==> src/design/ucc_pkg.sv <==
// ----------------------------------------------------------------------------
// ucc_pkg
// Shared types, constants and the display width range table for the UTF-8
// terminal column counter.
// ----------------------------------------------------------------------------
package ucc_pkg;

  // Width of the internal saturating column total.
  localparam int COUNT_BITS = 16;
  // Width of the column_count result field.
  localparam int COUNT_FIELD_W = 16;
  // Bits held for a code point under assembly.
  localparam int CP_BITS = 21;
  localparam int NUM_RANGES = 22;

  typedef logic [COUNT_BITS-1:0]    count_t;
  typedef logic [CP_BITS-1:0]       code_point_t;
  typedef logic [1:0]               cols_t;
  typedef logic [1:0]               pending_t;

  localparam count_t COUNT_MAX = '1;

  localparam logic [7:0] ESC_BYTE     = 8'h1B;
  localparam logic [7:0] ESC_END_BYTE = 8'h6D;  // 'm'

  // Byte class masks and patterns.
  localparam logic [7:0] TOP_BIT_MASK = 8'h80;
  localparam logic [7:0] CONT_MASK    = 8'hC0;
  localparam logic [7:0] CONT_PAT     = 8'h80;
  localparam logic [7:0] LEAD2_MASK   = 8'hE0;
  localparam logic [7:0] LEAD2_PAT    = 8'hC0;
  localparam logic [7:0] LEAD3_MASK   = 8'hF0;
  localparam logic [7:0] LEAD3_PAT    = 8'hE0;
  localparam logic [7:0] LEAD4_MASK   = 8'hF8;
  localparam logic [7:0] LEAD4_PAT    = 8'hF0;

  localparam cols_t COLS_DEFAULT = 2'd1;

  typedef struct packed {
    code_point_t lo;
    code_point_t hi;
    cols_t       cols;
  } width_range_t;

  // Checked in order: the first range that matches decides.
  localparam width_range_t WIDTH_TABLE [NUM_RANGES] = '{
    '{21'h02500, 21'h0259F, 2'd1}, '{21'h02600, 21'h026FF, 2'd1},
    '{21'h02700, 21'h027BF, 2'd1}, '{21'h01100, 21'h0115F, 2'd2},
    '{21'h02E80, 21'h0303E, 2'd2}, '{21'h03041, 21'h033FF, 2'd2},
    '{21'h03400, 21'h04DBF, 2'd2}, '{21'h04E00, 21'h09FFF, 2'd2},
    '{21'h0A000, 21'h0A4CF, 2'd2}, '{21'h0AC00, 21'h0D7A3, 2'd2},
    '{21'h0F900, 21'h0FAFF, 2'd2}, '{21'h0FE30, 21'h0FE4F, 2'd2},
    '{21'h0FF00, 21'h0FF60, 2'd2}, '{21'h0FFE0, 21'h0FFE6, 2'd2},
    '{21'h1F300, 21'h1F64F, 2'd2}, '{21'h1F680, 21'h1F6FF, 2'd2},
    '{21'h1F700, 21'h1F77F, 2'd2}, '{21'h1F900, 21'h1F9FF, 2'd2},
    '{21'h1FA70, 21'h1FAFF, 2'd2}, '{21'h0FE0F, 21'h0FE0F, 2'd0},
    '{21'h0200D, 21'h0200D, 2'd0}, '{21'h00300, 21'h0036F, 2'd0}
  };

  typedef struct packed {
    logic [7:0] text_byte;
    logic       string_end;
  } ucc_item_t;

  typedef struct packed {
    count_t total;
    logic   is_final;
  } ucc_result_t;

endpackage

==> src/design/ucc_width.sv <==
// ----------------------------------------------------------------------------
// ucc_width
// Scores one code point as 0, 1 or 2 terminal columns from the range table.
// ----------------------------------------------------------------------------
module ucc_width
  import ucc_pkg::*;
(
  input  code_point_t cp,
  output cols_t       cols
);

  // All ranges are compared in parallel; walking the table from the end lets
  // the earliest matching entry win.
  always_comb begin
    cols = COLS_DEFAULT;
    for (int i = NUM_RANGES - 1; i >= 0; i--) begin
      if (cp >= WIDTH_TABLE[i].lo && cp <= WIDTH_TABLE[i].hi) begin
        cols = WIDTH_TABLE[i].cols;
      end
    end
  end

endmodule

==> src/design/ucc_core.sv <==
// ----------------------------------------------------------------------------
// ucc_core
// Decoder state and single-pass update: escape tracking, UTF-8 assembly,
// width scoring and the saturating column total.
// ----------------------------------------------------------------------------
module ucc_core
  import ucc_pkg::*;
(
  input  logic        clk,
  input  logic        rst,
  input  logic        step,
  input  ucc_item_t   item,
  output ucc_result_t result
);

  logic        in_escape, in_escape_next;
  pending_t    bytes_pending, bytes_pending_next;
  code_point_t partial_code_point, partial_code_point_next;
  count_t      column_total;

  logic [7:0]  b;
  logic        last;
  logic        have_pend;
  logic        cont;
  logic        taken;
  pending_t    pend_dec;
  code_point_t cp_shift;
  code_point_t lookup_cp;
  cols_t       w;
  logic        score_w;
  logic        byte_add;
  logic        new_lead;
  logic [1:0]  add;
  logic [COUNT_BITS:0] sum;
  count_t      sat_total;

  assign b         = item.text_byte;
  assign last      = item.string_end;
  assign have_pend = (bytes_pending != '0);
  assign cont      = ((b & CONT_MASK) == CONT_PAT);
  assign taken     = have_pend && cont;
  assign pend_dec  = bytes_pending - pending_t'(1);
  assign cp_shift  = {partial_code_point[CP_BITS-7:0], b[5:0]};
  // Only one code point is ever scored by the table per byte: either the one
  // being extended, or a truncated one cut short by this byte.
  assign lookup_cp = taken ? cp_shift : partial_code_point;

  ucc_width u_width (
    .cp   (lookup_cp),
    .cols (w)
  );

  always_comb begin
    in_escape_next          = in_escape;
    bytes_pending_next      = taken ? pend_dec : '0;
    partial_code_point_next = taken ? cp_shift : partial_code_point;
    byte_add                = 1'b0;
    new_lead                = 1'b0;
    if (!taken) begin
      if (b == ESC_BYTE) begin
        in_escape_next = 1'b1;
      end else if (in_escape) begin
        if (b == ESC_END_BYTE) begin
          in_escape_next = 1'b0;
        end
      end else if ((b & TOP_BIT_MASK) == '0) begin
        byte_add = 1'b1;
      end else if ((b & LEAD2_MASK) == LEAD2_PAT) begin
        partial_code_point_next = CP_BITS'(b[4:0]);
        bytes_pending_next      = pending_t'(1);
        new_lead                = 1'b1;
      end else if ((b & LEAD3_MASK) == LEAD3_PAT) begin
        partial_code_point_next = CP_BITS'(b[3:0]);
        bytes_pending_next      = pending_t'(2);
        new_lead                = 1'b1;
      end else if ((b & LEAD4_MASK) == LEAD4_PAT) begin
        partial_code_point_next = CP_BITS'(b[2:0]);
        bytes_pending_next      = pending_t'(3);
        new_lead                = 1'b1;
      end else begin
        byte_add = 1'b1;
      end
    end
  end

  // A code point that completes, or is cut short by a byte that is not a
  // continuation or by the string end, is scored by the table. A fresh lead byte
  // flushed at the string end holds at most five bits, which always scores one column.
  assign score_w = taken ? ((pend_dec == '0) || last) : have_pend;
  assign add     = (score_w ? w : 2'd0) + {1'b0, byte_add}
                 + {1'b0, last && new_lead};
  assign sum       = {1'b0, column_total} + (COUNT_BITS + 1)'(add);
  assign sat_total = sum[COUNT_BITS] ? COUNT_MAX : sum[COUNT_BITS-1:0];

  assign result.total    = sat_total;
  assign result.is_final = last;

  always_ff @(posedge clk) begin
    if (rst) begin
      in_escape          <= 1'b0;
      bytes_pending      <= '0;
      partial_code_point <= '0;
      column_total       <= '0;
    end else if (step) begin
      if (last) begin
        in_escape          <= 1'b0;
        bytes_pending      <= '0;
        partial_code_point <= '0;
        column_total       <= '0;
      end else begin
        in_escape          <= in_escape_next;
        bytes_pending      <= bytes_pending_next;
        partial_code_point <= partial_code_point_next;
        column_total       <= sat_total;
      end
    end
  end

  // A code point is never under assembly inside an escape run.
  assert property (@(posedge clk) disable iff (rst)
    !(in_escape && (bytes_pending != '0)))
    else $error("escape run and pending code point at the same time");

  // The string end leaves the decoder in its reset state.
  assert property (@(posedge clk) disable iff (rst)
    (step && item.string_end) |=>
      (column_total == '0) && (bytes_pending == '0) && !in_escape)
    else $error("state not cleared after string end");

  // Within a string the total never goes down.
  assert property (@(posedge clk) disable iff (rst)
    (step && !item.string_end) |=> (column_total >= $past(column_total)))
    else $error("column total decreased within a string");

endmodule

==> src/design/utf8_terminal_column_counter.sv <==
// A byte is first held in the input register; its total is then written to the
// result register, and either register can hold while out_ready is low.
// Throughput: one byte per cycle while out_ready is high; decoder update and
// width lookup settle in the single stage between the input and result registers.
// in_ready drops only while both registers are full and out_ready is low.
// Reset (rst, synchronous) empties both registers and clears the decoder state.
// ----------------------------------------------------------------------------
// utf8_terminal_column_counter
// Counts the terminal columns taken by a UTF-8 byte stream with embedded
// escape runs, giving one running total for each byte.
// ----------------------------------------------------------------------------
module utf8_terminal_column_counter
  import ucc_pkg::*;
(
  input  logic                     clk,
  input  logic                     rst,
  input  logic                     in_valid,
  output logic                     in_ready,
  input  logic [7:0]               text_byte,
  input  logic                     string_end,
  output logic                     out_valid,
  input  logic                     out_ready,
  output logic [COUNT_FIELD_W-1:0] column_count,
  output logic                     count_final
);

  // The input register holds one transaction ahead of the decoder; the result
  // register holds the total for the byte most recently decoded.
  logic        s1_valid;
  ucc_item_t   s1_item;
  logic        advance;
  logic        step;
  ucc_result_t result;

  // The pipeline moves whenever the result register is empty or being read.
  assign advance  = !out_valid || out_ready;
  assign in_ready = !s1_valid || advance;
  assign step     = s1_valid && advance;

  // The decoder state changes only when its result is written, so the state
  // matches the last total shown on the output, but after a string end it is back in reset.
  ucc_core u_core (
    .clk    (clk),
    .rst    (rst),
    .step   (step),
    .item   (s1_item),
    .result (result)
  );

  always_ff @(posedge clk) begin
    if (rst) begin
      s1_valid  <= 1'b0;
      out_valid <= 1'b0;
    end else begin
      if (in_ready) begin
        s1_valid <= in_valid;
      end
      if (advance) begin
        out_valid <= s1_valid;
      end
    end
  end

  // Payload registers carry no reset; their valid flags guard them.
  always_ff @(posedge clk) begin
    if (in_valid && in_ready) begin
      s1_item.text_byte  <= text_byte;
      s1_item.string_end <= string_end;
    end
    if (step) begin
      column_count <= COUNT_FIELD_W'(result.total);
      count_final  <= result.is_final;
    end
  end

endmodule
==> config.mk <==
export PLATFORM = sky130hd
export DESIGN_NAME = utf8_terminal_column_counter
export DESIGN_NICKNAME = d
export VERILOG_FILES = /design/src/design/ucc_pkg.sv /design/src/design/ucc_width.sv /design/src/design/ucc_core.sv /design/src/design/utf8_terminal_column_counter.sv
export SDC_FILE = /design/constraint.sdc
export NUM_CORES = 1
export LEC_CHECK = 0
export BUFFER_PORTS_ARGS = -buffer_cell sky130_fd_sc_hd__buf_2
export CAP_MARGIN = 10
export CORE_MARGIN = 1.5
export CORE_UTILIZATION = 56
export DETAILED_ROUTE_END_ITERATION = 16
export MAX_ROUTING_LAYER = met4
export PLACE_DENSITY = 0.75
export SYNTH_ARGS = -nofsm -noshare
export SYNTH_HDL_FRONTEND = slang
export SYNTH_SLANG_ARGS = --single-unit
==> constraint.sdc <==
create_clock -name clk -period 5.3 [get_ports clk]
set_input_delay 1.06 -clock clk [delete_from_list [all_inputs] [get_ports clk]]
set_output_delay 1.06 -clock clk [all_outputs]
set_load 0.02 [all_outputs]
# Word-level counts from Yosys, hierarchy flattened
# Index checks and enable logic that the tools add are counted.
[word_totals] reg_bits=68 input_bits=13 out_inout_bits=19 wordCells=163
[classes] n_addsub=4 n_lt_le_gt_ge=44 n_eq_ne=7 muxes=63 reduce_logical=35
[ops] operator="21-bit two-way mux" count=9
[ops] operator="21-bit by 16-bit <= comparator with 1-bit output (second input constant)" count=8
[ops] operator="21-bit by 14-bit greater-or-equal comparator with 1-bit output (second input constant)" count=7
[ops] operator="21-bit by 16-bit greater-or-equal comparator with 1-bit output (second input constant)" count=7
[ops] operator="21-bit by 14-bit <= comparator with 1-bit output (second input constant)" count=6
[ops] operator="21-bit by 17-bit greater-or-equal comparator with 1-bit output (second input constant)" count=5
[ops] operator="21-bit by 17-bit <= comparator with 1-bit output (second input constant)" count=5
[ops] operator="2-bit two-way mux" count=31
[ops] operator="16-bit two-way mux" count=2
[ops] operator="1-bit logical AND" count=26
[ops] operator="21-bit by 10-bit greater-or-equal comparator with 1-bit output (second input constant)" count=1
[ops] operator="21-bit by 13-bit greater-or-equal comparator with 1-bit output (second input constant)" count=1
[ops] operator="21-bit by 15-bit greater-or-equal comparator with 1-bit output (second input constant)" count=1
[ops] operator="21-bit by 10-bit <= comparator with 1-bit output (second input constant)" count=1
[ops] operator="21-bit by 13-bit <= comparator with 1-bit output (second input constant)" count=1
[ops] operator="21-bit by 15-bit <= comparator with 1-bit output (second input constant)" count=1
[ops] operator="1-bit two-way mux" count=21
[ops] operator="16-bit by 2-bit adder with 17-bit output" count=1
[ops] operator="8-bit by 5-bit equality test with 1-bit output (second input constant)" count=1
[ops] operator="8-bit by 7-bit equality test with 1-bit output (second input constant)" count=1
[ops] operator="8-bit logical NOT" count=1
[ops] operator="5-bit equality test (second input constant)" count=1
[ops] operator="2-bit by 1-bit adder with 2-bit output" count=2
[ops] operator="4-bit equality test (second input constant)" count=1
[ops] operator="other kinds (9)" count=12

# Depth between registers and ports, before layout
[logic_depth] ltp_word=33 depth_mapped=28 depth_no_buf=22

# Cells and area by module
# From an unflattened synthesis, not the netlist that was laid out.
[unflattened] cells_unflattened=519 area_unflattened_um2=4458.0
[by_module_without_submodules] mod="ucc_core" n_inst=1 cells_each=317 area_each_um2=2555.0 seq_area_each_um2=800.8
[by_module_without_submodules] mod="ucc_width" n_inst=1 cells_each=166 area_each_um2=1018.5 seq_area_each_um2=0.0
[by_module_without_submodules] mod="utf8_terminal_column_counter" n_inst=1 cells_each=36 area_each_um2=884.6 seq_area_each_um2=820.8

# Worst setup path after synthesis
# OpenSTA, ideal clock, no wires.
[synth_timing] path_type="reg-to-reg" start="register u_core.bytes_pending[0]" end="register u_core.column_total[13]" setup_time_ns=0.128 arrival_time_ns=5.373 t_required_ns=5.172 slack_ns=-0.201 path_stages_with_launch=28 n_path_buf=5 synth_period_minus_slack_ns=5.501 path_cell_list="dfxtp_1 -> inv_1 -> ha_1 -> or3b_1 -> buf_6 -> buf_8 -> buf_6 -> nor4_2 -> o21ai_1 -> o211ai_2 -> a22oi_2 -> a311oi_2 -> nand4_1 -> or2_1 -> fa_1 -> inv_1 -> ha_1 -> fa_1 -> and3_1 -> and3_1 -> clkbuf_1 -> and4_1 -> and3_1 -> nand4_2 -> clkbuf_1 -> a31oi_1 -> o22ai_1 -> nor2_1"
[synth_between] elab_chain_cells=33 word_cells_on_any_way=104 classes_between="add/sub (4); order compare (44); mux (29); reduce/logical (27)"
[synth_lines] item="start, declared" line="ucc_core.sv:17" rtl="pending_t bytes_pending, bytes_pending_next;"
[synth_lines] item="start signal, assigned" line="ucc_core.sv:112" rtl="bytes_pending <= bytes_pending_next;"
[synth_lines] item="2-bit nonzero test" line="ucc_core.sv:39" rtl="assign have_pend = (bytes_pending != '0);"
[synth_lines] item="1-bit logical AND" line="ucc_core.sv:41" rtl="assign taken = have_pend && cont;"
[synth_lines] item="21-bit two-way mux" line="ucc_core.sv:46" rtl="assign lookup_cp = taken ? cp_shift : partial_code_point;"
[synth_lines] item="21-bit by 10-bit greater-or-equal comparator with 1-bit output or 21-bit by 10-bit <= comparator with 1-bit output (tied branches)" line="ucc_width.sv:17" rtl="if (cp >= WIDTH_TABLE[i].lo && cp <= WIDTH_TABLE[i].hi) begin"
[synth_lines] item="1-bit logical AND" line="ucc_width.sv:17"
[synth_lines] item="1-bit two-way mux" line="ucc_width.sv:17"
[synth_lines] item="2-bit two-way mux (21 in a row)" line="ucc_width.sv:17"
[synth_lines] item="2-bit two-way mux" line="ucc_core.sv:90" rtl="assign add = (score_w ? w : 2'd0) + {1'b0, byte_add}"
[synth_lines] item="2-bit by 1-bit adder with 2-bit output" line="ucc_core.sv:90"
[synth_lines] item="2-bit by 1-bit adder with 2-bit output *" line="ucc_core.sv:91" rtl="+ {1'b0, last && new_lead};"
[synth_lines] item="16-bit by 2-bit adder with 17-bit output *" line="ucc_core.sv:92" rtl="assign sum = {1'b0, column_total} + (COUNT_BITS + 1)'(add);"
[synth_lines] item="16-bit two-way mux *" line="ucc_core.sv:93" rtl="assign sat_total = sum[COUNT_BITS] ? COUNT_MAX : sum[COUNT_BITS-1:0];"
[synth_lines] item="16-bit two-way mux *" line="ucc_core.sv:105" rtl="if (last) begin"
[synth_lines] item="end signal, assigned" line="ucc_core.sv:114" rtl="column_total <= sat_total;"
[synth_lines] item="end, declared" line="ucc_core.sv:19" rtl="count_t column_total;"
# Every way passes the cells marked *; elsewhere a longest branch is shown, timed or not.
# A chain may end at the register's enable or synchronous reset.

# Final worst setup path
[layout_timing] start="register u_core.bytes_pending[1]" end="register u_core.column_total[13]"
# Same word-level chain as after synthesis.

==> impl_metrics.yaml <==
final_layout:
  drive_above_1_share_pct: 36.59
  syn_to_final_growth_pct: 36.42
  final_common_cell: "buf_4"
  fin_nets: 864
  fillers: 666
  final_cell_mix: "buf_4 (150), nor2_1 (82), nand2_1 (56), dfxtp_1 (40), buf_2 (31)"
clock_tree:
  worstSkewPairLatency_ns: 0.36
  cts.clk_slew.worst_paths_ns: 0.08
  cts_sinks: 68
  cts_tree: "done"
  clockBufferDepth: 2
  hold_buffers: 0
  h-tree-depth: 3
  cts_made_buffers: 9
  root_buffer: "clkbuf_8"
synthesis:
  synth_seq_area_share_pct: 28.99
  netlist_area_um2: 5593
  syn-instance-count: 714
  synth_area_per_cell_um2: 7.833
  syn-num-nets: 733
  synthDistinctLibCells: 86
  ys_seq_elements: 68
  ys_warn_count: 0
  synth_flop_cell: "dfxtp_1"
  synth_async_sr_flop_share_pct: 0
  synth_edf_count: 26
timing:
  setup_viol: 25
  tightest_slew_ns: 1.290
  setup_slack_ns: -0.1998
  drv_slew: 0
  rsz0062_at_grt: "yes"
  period_share_pct: 103.8
  skew_ns: 0.01052
  finalCriticalPeriod_ns: 5.500
  hold_violations: 0
  fmax_ghz: 0.1818
  max_slew_margin_pct: 13.71
  setup_tns_ns: -2.612
  whs_ns: 0.5264
worst_setup_path:
  cp_max_fo: 6
  start_kind: "flip-flop"
  r2r_slack_ns: -0.20
  crit_type: "reg2reg"
  critPathSlowestCell: "fa_2"
  crit_arrival_ns: 5.71
  endpoint_kind: "flip-flop"
  r2r_cells: 26
  crit_required_ns: 5.51
  slowest_delay_ns: 0.58
  crit_top_cell: "and3_4"
power:
  leakagePower_nw: 2.954
  p_per_area_nw_per_um2: 145.8
  peakVddDrop_mv: 0.1533
placed_design:
  portBuffers: 31
  gp_routability_congestion: 1.190
  dp_hpwl_mm: 16.09
floorplan:
  coreArea_um2: 9729
  die_area_um2: 10600
  die_h_um: 102.9
  placementRows: 36
  die-width_um: 102.9
  boundaryPins: 32
  initial_core_util_pct: 57.48
route:
  routed_wl_mm: 24.43
  drtAntennaViolNets: 0
  drtIter0Drc: 1006
  num_vias: 7111
  drc: 0
  vias_per_cell: 7.212
  first_pass_iters: 8
  wire_per_inst_um: 24.77
global_route:
  grt_pass1_wl_mm: 34.07
  grt_max_degree: 43
  grt_overflow: 0
  grt_pass1_vias: 6101
  grt_antenna_before_repair: 2
  globalRouteTotalUtil_pct: 44.35
run_status:
  outcome: "finished with violations"
  violations: "setup timing"
job:
  drv_cap: 0
worst_hold_path:
  hold_path_class: "reg2reg"
  worstHoldPathCells: 2
==> path summary, 6_finish.rpt <==
kind                                        startpoint                                    to
setup / recovery  u_core.bytes_pending[1]$_SDFFE_PP0P_  u_core.column_total[13]$_SDFFE_PP0P_
hold / removal                   s1_valid$_SDFFE_PP0N_                out_valid$_SDFFE_PP0P_
setup reg to reg  u_core.bytes_pending[1]$_SDFFE_PP0P_  u_core.column_total[13]$_SDFFE_PP0P_
hold reg to reg                  s1_valid$_SDFFE_PP0N_                out_valid$_SDFFE_PP0P_
==> worst max-delay path, delay by kind of cell (launching register included) <==
| kind | cells | cell delay, ns |
|---|---|---|
| AOI/OAI and AO/OA | 3 | 0.51 |
| adders and majority gates | 4 | 1.33 |
| buffers and inverters | 6 | 0.67 |
| DFF | 1 | 0.34 |
| muxes | 1 | 0.22 |
| and+or+nand+nor | 12 | 2.27 |
==> routing by layer <==
| metal | global-route usage, % | share of wire, % | up-vias |
|---|---|---|---|
| met3 | 9.492 | 14 | 196 |
| met2 | 65.64 | 43 | 704 |
| met5 | - | 0 | - |
| met1 | 58.98 | 36 | 3235 |
| met4 | 17.67 | 6.5 | 0 |
| li1 | - | - | 2976 |
==> final cells by class <==
cell class                 instances  area (um2)  share of cell area (%)
multi-input combinational        555        4018                   52.66
timing repair buffer             199        1575                   20.65
antenna                            3       7.507                 0.09839
clock buffer                      10       148.9                   1.951
clock inverter                     6       45.04                  0.5904
inverter                          12       45.04                  0.5904
sequential                        68        1624                   21.29
tap                              133       166.4                   2.181
==> logic make-up (layout without fill, tap and decap cells) <==
kind of cell / Yosys count / after routing / share of synthesized area, %
xor+xnor: 12 / 12 / 1.879
flops: 68 / 68 / 28.99
compound gates: 195 / 195 / 25.35
fa+ha+maj: 6 / 6 / 1.611
buf+inv: 91 / 227 / 7.382
simple gates: 324 / 324 / 30.90
mux: 18 / 18 / 3.892
other cells: 0 / 3 / 0
==> per-stage QoR <==
stage | std cells | setup WS (ns) | util [%] | power, W | cell area [um2]
floorplan | 714 | 0.001772 | - | 0.0006355 | 5624
global placement | 940 | -0.3690 | 68.71 | 0.0006740 | 6685
detailed placement | 940 | -0.5755 | 68.71 | 0.0006774 | 6685
CTS | 965 | 0.007804 | 73.42 | 0.001091 | 7143
global route | 985 | -0.3720 | 78.40 | 0.001137 | 7627
finish | 986 | -0.1998 | 78.42 | 0.001113 | 7630
==> power by group <==
| part | total [W] | switching, W | internal (W) | leakage (nW) |
|---|---|---|---|---|
| clock network | 0.000427 | 0.000226 | 0.000201 | 0.0983 |
| logic | 0.000123 | 0.0000776 | 0.0000452 | 2.27 |
| registers | 0.000563 | 0.00000844 | 0.000555 | 0.581 |
| total | 0.00111 | 0.000312 | 0.000801 | 2.95 |
==> sequential cells by signal, indices dropped and copies added, names as in the netlist <==
signal,flops
column_count,16
count_final,1
out_valid,1
s1_item,9
s1_valid,1
u_core.bytes_pending,2
u_core.column_total,16
u_core.in_escape,1
u_core.partial_code_point,21
==> cell usage after synthesis, drive strengths merged (4+ instances only) <==
| cell | count | area (um2) |
|---|---|---|
| buf | 20 | 146.4 |
| and2 | 5 | 31.28 |
| o21ai | 18 | 93.84 |
| nor2 | 82 | 307.8 |
| inv | 12 | 45.04 |
| dfxtp | 42 | 840.8 |
| o31ai | 7 | 57.55 |
| ha | 4 | 50.05 |
| nand2 | 67 | 251.5 |
| a41oi | 5 | 43.79 |
| nand3b | 5 | 37.54 |
| a22oi | 28 | 215.2 |
| mux2i | 11 | 135.1 |
| a21oi | 34 | 170.2 |
| o22ai | 14 | 87.58 |
| mux2 | 7 | 82.57 |
| o211ai | 6 | 50.05 |
| or3 | 8 | 55.05 |
| clkbuf | 59 | 221.5 |
| a32oi | 6 | 52.55 |
| and3 | 17 | 106.4 |
| nor3b | 10 | 85.08 |
| a31oi | 21 | 137.6 |
| edfxtp | 26 | 780.8 |
| nor3 | 16 | 80.08 |
| and4 | 7 | 61.31 |
| a211oi | 5 | 37.54 |
| a211o | 8 | 70.07 |
| nor4 | 14 | 100.1 |
| nand4 | 17 | 112.6 |
| nor2b | 8 | 50.05 |
| o311ai | 6 | 52.55 |
| nor4b | 8 | 70.07 |
| nand2b | 11 | 68.82 |
| nand3 | 31 | 155.2 |
| nand4b | 6 | 52.55 |
| xnor2 | 9 | 78.83 |
==> what timing repair did <==
action,in CTS,in global routing
pin swaps,10,28
buffers inserted,8,18
setup endpoints to repair,32,29
gates cloned,1,1
resized for setup,34,67
Note: power is estimated with default switching activity, not from simulation.
